==> src/rtl/xa_dec_pkg.sv <==
// Shared types, constants and arithmetic for the XA ADPCM block decoder.
// Depends on nothing; imported by xa_adpcm_block_decoder.
package xa_dec_pkg;

   // Block layout: four header bytes, then fifteen bytes of two codes each.
   localparam int unsigned BLOCK_BYTES = 19;
   localparam int unsigned POS_W       = 5;
   localparam int unsigned IDX_W       = 5;
   localparam int unsigned SAMPLE_W    = 16;
   localparam int unsigned HIST_W      = 32;
   localparam int unsigned ACC_W       = 41;
   localparam int unsigned REQ_DATA_W  = 8;
   localparam int unsigned RSP_DATA_W  = 24;

   localparam logic [POS_W-1:0] POS_FILTER  = 5'd0;
   localparam logic [POS_W-1:0] POS_SEED_A  = 5'd1;
   localparam logic [POS_W-1:0] POS_SHIFT   = 5'd2;
   localparam logic [POS_W-1:0] POS_SEED_B  = 5'd3;
   localparam logic [POS_W-1:0] POS_LAST    = 5'(BLOCK_BYTES - 1);
   localparam logic [IDX_W-1:0] IDX_LAST    = 5'd31;
   localparam logic [3:0]       SHIFT_LIMIT = 4'd13;

   // Filter selector codes (low two bits of the selector nibble).
   typedef enum logic [1:0] {
      FILT_NONE = 2'd0,
      FILT_ONE  = 2'd1,
      FILT_TWO  = 2'd2,
      FILT_THREE = 2'd3
   } filt_type;

   // One decoded sample as it leaves the block.
   typedef struct packed {
      logic signed [SAMPLE_W-1:0] sample;
      logic [IDX_W-1:0]           index;
      logic                       last;
   } result_type;

   // Seed in Q.6: (low & 0xF0) + 256 * signed high byte, scaled by 64.
   function automatic logic signed [HIST_W-1:0] seed_q6(input logic [3:0] low_hi,
                                                        input logic [7:0] high);
      logic signed [21:0] s;
      s = $signed({high, low_hi, 10'b0});
      return HIST_W'(s);
   endfunction

   // One predictor step: Q.12 sum, rounded to Q.6 and saturated to 32 bits.
   function automatic logic signed [HIST_W-1:0] predict(input logic [3:0] nib,
                                                        input filt_type filt,
                                                        input logic [3:0] shift,
                                                        input logic signed [HIST_W-1:0] prev,
                                                        input logic signed [HIST_W-1:0] older);
      logic signed [ACC_W-1:0] pe;
      logic signed [ACC_W-1:0] oe;
      logic signed [ACC_W-1:0] acc;
      logic signed [ACC_W-1:0] term;
      logic signed [ACC_W-1:0] rnd;
      logic signed [34:0]      q;
      pe = ACC_W'(prev);
      oe = ACC_W'(older);
      unique case (filt)
         FILT_NONE:  acc = '0;
         FILT_ONE:   acc = pe * 41'sd60;
         FILT_TWO:   acc = pe * 41'sd115 - oe * 41'sd52;
         FILT_THREE: acc = pe * 41'sd98 - oe * 41'sd55;
         default:    acc = '0;
      endcase
      // Codes contribute nothing once the shift reaches thirteen.
      if (shift < SHIFT_LIMIT) begin
         term = ACC_W'($signed(nib)) <<< (5'd24 - {1'b0, shift});
      end else begin
         term = '0;
      end
      rnd = acc + term + 41'sd32;
      q   = 35'(rnd >>> 6);
      if (q > 35'sd2147483647) begin
         return 32'sh7FFF_FFFF;
      end else if (q < -35'sd2147483648) begin
         return 32'sh8000_0000;
      end
      return HIST_W'(q);
   endfunction

   // Q.6 history value to a sample: truncate toward zero, saturate to 16 bits.
   function automatic logic signed [SAMPLE_W-1:0] to_sample(input logic signed [HIST_W-1:0] q);
      logic signed [HIST_W-1:0] t;
      logic signed [25:0]       s;
      t = (q < 0) ? q + 32'sd63 : q;
      s = 26'(t >>> 6);
      if (s > 26'sd32767) begin
         return 16'sh7FFF;
      end else if (s < -26'sd32768) begin
         return 16'sh8000;
      end
      return SAMPLE_W'(s);
   endfunction

endpackage

==> src/rtl/xa_adpcm_block_decoder.sv <==
// XA ADPCM block decoder: 19-byte blocks in, 32 signed 16-bit samples out.
// Path: each accepted byte is registered in the input register, and its samples in the
// result buffer that drives rsp_. Header bytes are taken one per cycle while rsp_tready
// is high; a code byte waits until the single result port has room for its two samples.
// Reset: synchronous, active high; clears the byte position, selectors, history,
// sample index, the input valid flag and the result buffer count; payloads are not reset.
// Depends on xa_dec_pkg.
module xa_adpcm_block_decoder (
   input  logic                                clock,
   input  logic                                reset,
   input  logic                                req_tvalid,
   output logic                                req_tready,
   input  logic [xa_dec_pkg::REQ_DATA_W-1:0]   req_tdata,  // [7:0] data_byte
   input  logic                                req_tuser,  // [0] block_start
   output logic                                rsp_tvalid,
   input  logic                                rsp_tready,
   output logic [xa_dec_pkg::RSP_DATA_W-1:0]   rsp_tdata,  // [15:0] sample, [20:16] sample_index
   output logic                                rsp_tlast   // last_in_block
);
   import xa_dec_pkg::*;

   // Input register.
   logic                  in_v_ff, in_v_in;
   logic [7:0]            in_byte_ff;
   logic                  in_start_ff;

   // Decoder state.
   logic [POS_W-1:0]         pos_ff, pos_in;
   filt_type                 filt_ff, filt_in;
   logic [3:0]               shift_ff, shift_in;
   logic [3:0]               hdr_ff, hdr_in;
   logic signed [HIST_W-1:0] prev_ff, prev_in;
   logic signed [HIST_W-1:0] older_ff, older_in;
   logic [IDX_W-1:0]         oidx_ff, oidx_in;

   // Result buffer: two entries, s0 is at the head.
   logic [1:0]  cnt_ff, cnt_in;
   result_type  s0_ff, s0_in;
   result_type  s1_ff, s1_in;

   logic [POS_W-1:0]         pos;
   logic [1:0]               nres;
   logic signed [HIST_W-1:0] q0, q1;
   result_type               r0, r1;
   logic                     pop, advance, room;

   // Handshakes.
   assign pop        = (cnt_ff != 2'd0) && rsp_tready;
   assign room       = (cnt_ff == 2'd0) || ((cnt_ff == 2'd1) && pop);
   assign advance    = in_v_ff && ((nres == 2'd0) || room);
   assign req_tready = !in_v_ff || advance;
   assign in_v_in    = (req_tvalid && req_tready) || (in_v_ff && !advance);

   // Decode one byte against the current state.
   always_comb begin
      pos = (in_start_ff || (pos_ff >= POS_W'(BLOCK_BYTES))) ? POS_FILTER : pos_ff;
      filt_in  = filt_ff;
      shift_in = shift_ff;
      hdr_in   = hdr_ff;
      prev_in  = prev_ff;
      older_in = older_ff;
      oidx_in  = oidx_ff;
      pos_in   = pos_ff;
      nres     = 2'd0;
      q0       = '0;
      q1       = '0;
      unique case (pos)
         POS_FILTER: begin
            hdr_in  = in_byte_ff[7:4];
            filt_in = filt_type'(in_byte_ff[1:0]);
            oidx_in = '0;
         end
         POS_SEED_A: begin
            q0      = seed_q6(hdr_ff, in_byte_ff);
            prev_in = q0;
            nres    = 2'd1;
         end
         POS_SHIFT: begin
            hdr_in   = in_byte_ff[7:4];
            shift_in = in_byte_ff[3:0];
         end
         POS_SEED_B: begin
            q0       = seed_q6(hdr_ff, in_byte_ff);
            older_in = prev_ff;
            prev_in  = q0;
            nres     = 2'd1;
         end
         default: begin
            // High nibble first, then the low nibble on the updated history.
            q0       = predict(in_byte_ff[7:4], filt_ff, shift_ff, prev_ff, older_ff);
            q1       = predict(in_byte_ff[3:0], filt_ff, shift_ff, q0, prev_ff);
            older_in = q0;
            prev_in  = q1;
            nres     = 2'd2;
         end
      endcase
      if (pos != POS_FILTER) begin
         oidx_in = oidx_ff + IDX_W'(nres);
      end
      if (advance) begin
         pos_in = (pos == POS_LAST) ? POS_FILTER : pos + 5'd1;
      end else begin
         filt_in  = filt_ff;
         shift_in = shift_ff;
         hdr_in   = hdr_ff;
         prev_in  = prev_ff;
         older_in = older_ff;
         oidx_in  = oidx_ff;
      end
      r0.sample = to_sample(q0);
      r0.index  = oidx_ff;
      r0.last   = (oidx_ff == IDX_LAST);
      r1.sample = to_sample(q1);
      r1.index  = oidx_ff + 5'd1;
      r1.last   = ((oidx_ff + 5'd1) == IDX_LAST);
   end

   // Result buffer next state.
   always_comb begin
      s0_in  = s0_ff;
      s1_in  = s1_ff;
      cnt_in = cnt_ff;
      if (advance && (nres != 2'd0)) begin
         s0_in  = r0;
         s1_in  = r1;
         cnt_in = nres;
      end else if (pop) begin
         if (cnt_ff == 2'd2) begin
            s0_in = s1_ff;
         end
         cnt_in = cnt_ff - 2'd1;
      end
   end

   // Control and history registers.
   always_ff @(posedge clock) begin
      if (reset) begin
         in_v_ff  <= 1'b0;
         pos_ff   <= '0;
         filt_ff  <= FILT_NONE;
         shift_ff <= '0;
         hdr_ff   <= '0;
         prev_ff  <= '0;
         older_ff <= '0;
         oidx_ff  <= '0;
         cnt_ff   <= '0;
      end else begin
         in_v_ff  <= in_v_in;
         pos_ff   <= pos_in;
         filt_ff  <= filt_in;
         shift_ff <= shift_in;
         hdr_ff   <= hdr_in;
         prev_ff  <= prev_in;
         older_ff <= older_in;
         oidx_ff  <= oidx_in;
         cnt_ff   <= cnt_in;
      end
   end

   // Payload registers.
   always_ff @(posedge clock) begin
      if (req_tvalid && req_tready) begin
         in_byte_ff  <= req_tdata;
         in_start_ff <= req_tuser;
      end
      s0_ff <= s0_in;
      s1_ff <= s1_in;
   end

   // Result port.
   assign rsp_tvalid = (cnt_ff != 2'd0);
   assign rsp_tdata  = {3'b0, s0_ff.index, s0_ff.sample};
   assign rsp_tlast  = s0_ff.last;

   // The result buffer never holds more than two beats.
   a_cnt_bound: assert property (@(posedge clock) disable iff (reset)
      cnt_ff != 2'd3) else $error("result buffer count out of range");

   // The byte position stays inside the block.
   a_pos_bound: assert property (@(posedge clock) disable iff (reset)
      pos_ff < POS_W'(BLOCK_BYTES)) else $error("byte position out of range");

   // New results are only loaded once the buffer is draining empty.
   a_no_overrun: assert property (@(posedge clock) disable iff (reset)
      (advance && (nres != 2'd0)) |-> room) else $error("result buffer overrun");

   // The last flag follows the sample index.
   a_last_idx: assert property (@(posedge clock) disable iff (reset)
      rsp_tvalid |-> (rsp_tlast == (rsp_tdata[20:16] == IDX_LAST)))
      else $error("last flag does not match sample index");

   // A filter header byte restarts the sample count.
   a_idx_restart: assert property (@(posedge clock) disable iff (reset)
      (advance && (pos == POS_FILTER)) |=> (oidx_ff == '0))
      else $error("sample index not restarted at block start");

endmodule
==> config.mk <==
export PLATFORM = sky130hd
export DESIGN_NAME = xa_adpcm_block_decoder
export DESIGN_NICKNAME = d
export VERILOG_FILES = /design/src/rtl/xa_dec_pkg.sv /design/src/rtl/xa_adpcm_block_decoder.sv
export SDC_FILE = /design/constraint.sdc
export NUM_CORES = 2
export LEC_CHECK = 0
export BUFFER_PORTS_ARGS = -buffer_cell sky130_fd_sc_hd__buf_2
export CORE_MARGIN = 4
export CORE_UTILIZATION = 68
export CTS_BUF_LIST = sky130_fd_sc_hd__clkbuf_16
export CTS_CLUSTER_SIZE = 28
export DETAILED_ROUTE_END_ITERATION = 6
export PLACE_DENSITY = 0.91
export SETUP_SLACK_MARGIN = 0.2
export SLEW_MARGIN = 20
export SYNTH_ARGS = -nofsm -noshare
export SYNTH_HDL_FRONTEND = slang
export SYNTH_SLANG_ARGS = --single-unit
==> constraint.sdc <==
create_clock -name clock -period 34 [get_ports clock]
set_clock_uncertainty 0.2 [all_clocks]
set_input_delay 5.1 -clock clock [delete_from_list [all_inputs] [get_ports clock]]
set_output_delay 5.1 -clock clock [all_outputs]
set_load 0.005 [all_outputs]
==> results.txt <==
----------------------------------------------------
[Worst setup path]
  Worst Path Class, Setup ... reg -> reg
  Highest-delay cell along the critical path ... o41ai_1
  Worst Setup Start Kind ... register
  CP arrival ... 30.32 ns
  Critical path's most frequent cell ... o21ai_0
  Category of cells accounting for the largest share of critical-path delay ... compound AO/OA/AOI/OAI gates
  CP max stage delay ... 0.98 ns
  Crit. End Element ... register
  Number of buffer and inverter stages on the critical path ... 9
  Critical Path Fanout Max ... 33
  CP required ... 34.01 ns

[Status]
  Outcome ... finished, violations left
  Failing checks ... DRC

[STA]
  Fin. Hold Viols ... 0
  Fmax achieved ... 0.03299 GHz
  Final setup violation count ... 0
  Summed negative setup slack over all endpoints ... 0 ns
  Slew at the pin closest to its max-slew limit ... 1.241 ns
  Setup repair after global routing missed its margin ... false
  Post-route minimum period ... 30.31 ns
  Final Worst Setup Slack ... 3.691 ns
  Ratio of final minimum period to clock period ... 0.8914
  Total count of max-transition violations in the final report ... 0
  Slew headroom ... 0.1698

[Place]
  RePlAce Congestion ... 1.073
  Post-detailed-placement half-perimeter wirelength ... 151600 um
  Input/output buffers ... 36
  Place WS ... 4.713 ns

[Global route]
  Vias in the first global route ... 50880
  Initial antenna violation count ... 6
  Total GRT Usage ... 0.4068
  Global-route wire length before repair ... 283100 um
  Overflow left after global routing ... 0
  Largest net degree at the start of global routing ... 58

[Floorplan]
  Total core area ... 0.08382 sq mm
  Top-level port count ... 40
  Die Y-Extent ... 299.3 um
  FP Rows ... 106
  Initial cell density of the core ... 0.6884
  Horizontal extent of the die ... 299.3 um
  Total die area ... 0.08958 sq mm

[Logic synthesis]
  Main combinational cell family by area after synthesis ... adder cells
  Summed instance area of the synthesized netlist ... 0.05770 sq mm
  Ranking of synthesized cells by area ... fa_1 25%, ha_1 24%, inv_1 8.9%, xnor2_1 4.1%, a21oi_1 4.0%
  Gate count after technology mapping ... 6793
  Part of the Yosys area used for sequential elements ... 0.05776
  Async SR Flop Fraction ... 0
  Post-synthesis mux area share ... 0.006679
  Number of enable-type register cells in the synthesized netlist ... 53
  Total number of yosys warnings ... 0
  Synthesized-area fraction occupied by adder cells ... 0.4927
  Number of distinct standard cells referenced by the synthesized netlist ... 114
  Synth top cells by count ... 1373 x inv_1, 1114 x ha_1, 724 x fa_1
  Register bit total from synthesis ... 140
  Area fraction in and, or, nand and nor cells after synthesis ... 0.1190
  Count leader, synth ... inv_1
  Ys flop type ... dfxtp_1
  Cell type with the highest aggregate area in the netlist ... fa_1
  Average cell area after synthesis ... 8.494 sq um
  Compound-gate portion of the synthesized area ... 0.1580
  Area share of the largest cell type after synthesis ... 0.2512
  Share of the synthesized netlist area taken by xor and xnor gates ... 0.06572

[Cells and area]
  Share of layout cells above drive strength 1 ... 0.04384
  Final #Nets ... 8659
  Number of filler cells placed in the layout ... 6259
  Area delta synth->final ... 4.252%

[Clocking]
  TritonCTS clock tree ... yes
  Maximum root-to-sink buffer count ... 2
  CTS Buf Count ... 17
  Clock Tree Root ... clkbuf_16
  Clock network latency to the later pin of the worst-skew pair ... 0.51 ns
  Maximum level of the CTS H-tree ... 4
  PostCTS Resize Cnt ... 0
  Number of hold buffers added after cts ... 0
  Register clock-pin slew on the reported worst setup and hold paths ... 0.09 ns
  # Post-CTS Setup Buffers ... 0
  Sinks on the clock net ... 140

[Detailed routing]
  Routed WL per cell ... 23.11 um
  Mean number of vias per cell ... 6.363
  Metal3 WL ... 19580 um
  WL met2 ... 78510 um
  Number of nets still failing antenna checks after routing ... 0
  First drt pass iteration count ... 7
  Topmost layer with routed signal wires ... met5
  Number of design-rule violations left by the first detailed-router iteration ... 5749
  Via count ... 50630
  Count of unresolved DRC violations after routing ... 7
  WL final ... 183900 um
  Detailed-route wire length on metal 1 ... 67460 um

[Min path]
  Tightest Hold Check Type ... reg -> reg

[Flow run]
  Maximum Capacitance Violations ... 0

----------------------------------------------------
[kinds of logic (layout without fill, tap and decap cells)]
family	after synthesis	after routing
adder cells (fa/ha/maj)	1838	1838
flip-flops	140	140
AO/OA/AOI/OAI	1408	1408
other	1	12
AND/OR/NAND/NOR	1420	1420
multiplexers	37	37
buffers and inverters	1516	1536
XOR/XNOR	433	433
[routing by layer]
metal / GRT usage / vias to the layer above
met2: 0.6164 / 3002
met3: 0.08459 / 924
met1: 0.5081 / 24100
li1: - / 22610
met5: 0 / -
met4: 0.3169 / 2
[per-stage QoR]
| step | cell area [sq um] | std cells | util | hold slack (ns) |
|---|---|---|---|---|
| global route | 60150 | 7955 | 0.7176 | 0.3113 |
| detailed placement | 59490 | 7923 | 0.7098 | 0.2577 |
| finish | 60160 | 7958 | 0.7177 | 0.2728 |
| global placement | 59490 | 7923 | 0.7097 | 0.2419 |
| CTS | 60140 | 7955 | 0.7175 | 0.2674 |
| floorplan | 57730 | 6801 | - | 0.2366 |
[worst paths after layout]
| path | from | end | slack, ns | depth (start not counted) |
|---|---|---|---|---|
| max reg2reg | prev_ff[3]$_SDFFE_PP0P_ | s1_ff[7]$_DFFE_PP_ | 3.69 | 113 |
| min reg2reg | hdr_ff[2]$_SDFFE_PP0P_ | hdr_ff[2]$_SDFFE_PP0P_ | 0.27 | 2 |
| max | prev_ff[3]$_SDFFE_PP0P_ | s1_ff[7]$_DFFE_PP_ | 3.69 | 113 |
| min | hdr_ff[2]$_SDFFE_PP0P_ | hdr_ff[2]$_SDFFE_PP0P_ | 0.27 | 2 |
[worst min-delay path, stage by stage (launching register included)]
cell and delay, ns:
dfxtp_1 0.32, nand2_1 0.05, a21oi_1 0.06
[sequential cells by signal, indices dropped and copies added, names as in the netlist]
register / count
cnt_ff: 2
filt_ff: 2
hdr_ff: 4
in_byte_ff: 8
in_start_ff: 1
in_v_ff: 1
oidx_ff: 5
older_ff: 32
pos_ff: 5
prev_ff: 32
rsp_tdata: 21
rsp_tlast: 1
s1_ff: 22
shift_ff: 4
[area by class of cell]
type | count | area [sq um] | area share
flip-flops and latches | 140 | 3337 | 0.05547
repair buffers | 129 | 880.8 | 0.01464
inverters | 1375 | 5161 | 0.08580
clock buffers | 17 | 425.4 | 0.007072
well taps | 1134 | 1419 | 0.02359
multi-input cells | 5145 | 48700 | 0.8096
diodes | 3 | 7.507 | 0.0001248
clock inverters | 15 | 222.7 | 0.003702
[placed cells by master, fill, tap and decap left out, drive strengths merged, types with 20 or more instances in the layout]
master and count:
and2 41, xnor2 273, nand4 37, edfxtp 53, nand2b 54, a21oi 459
a31oi 53, o21bai 65, o21a 47, nand2 354, nor2 446, mux2i 25
o22ai 48, nor3 123, o21ai 262, xor2 160, nor2b 59, buf 129
fa 724, inv 1384, o211ai 20, or2 36, a21boi 24, and3 51
or3 34, a211oi 82, a21o 129, dfxtp 87, o31ai 30, nor4 21
nand3 113, ha 1114
Power is not shown: default switching activity piles up to over one toggle a cycle in this logic, so the estimate is an artifact.
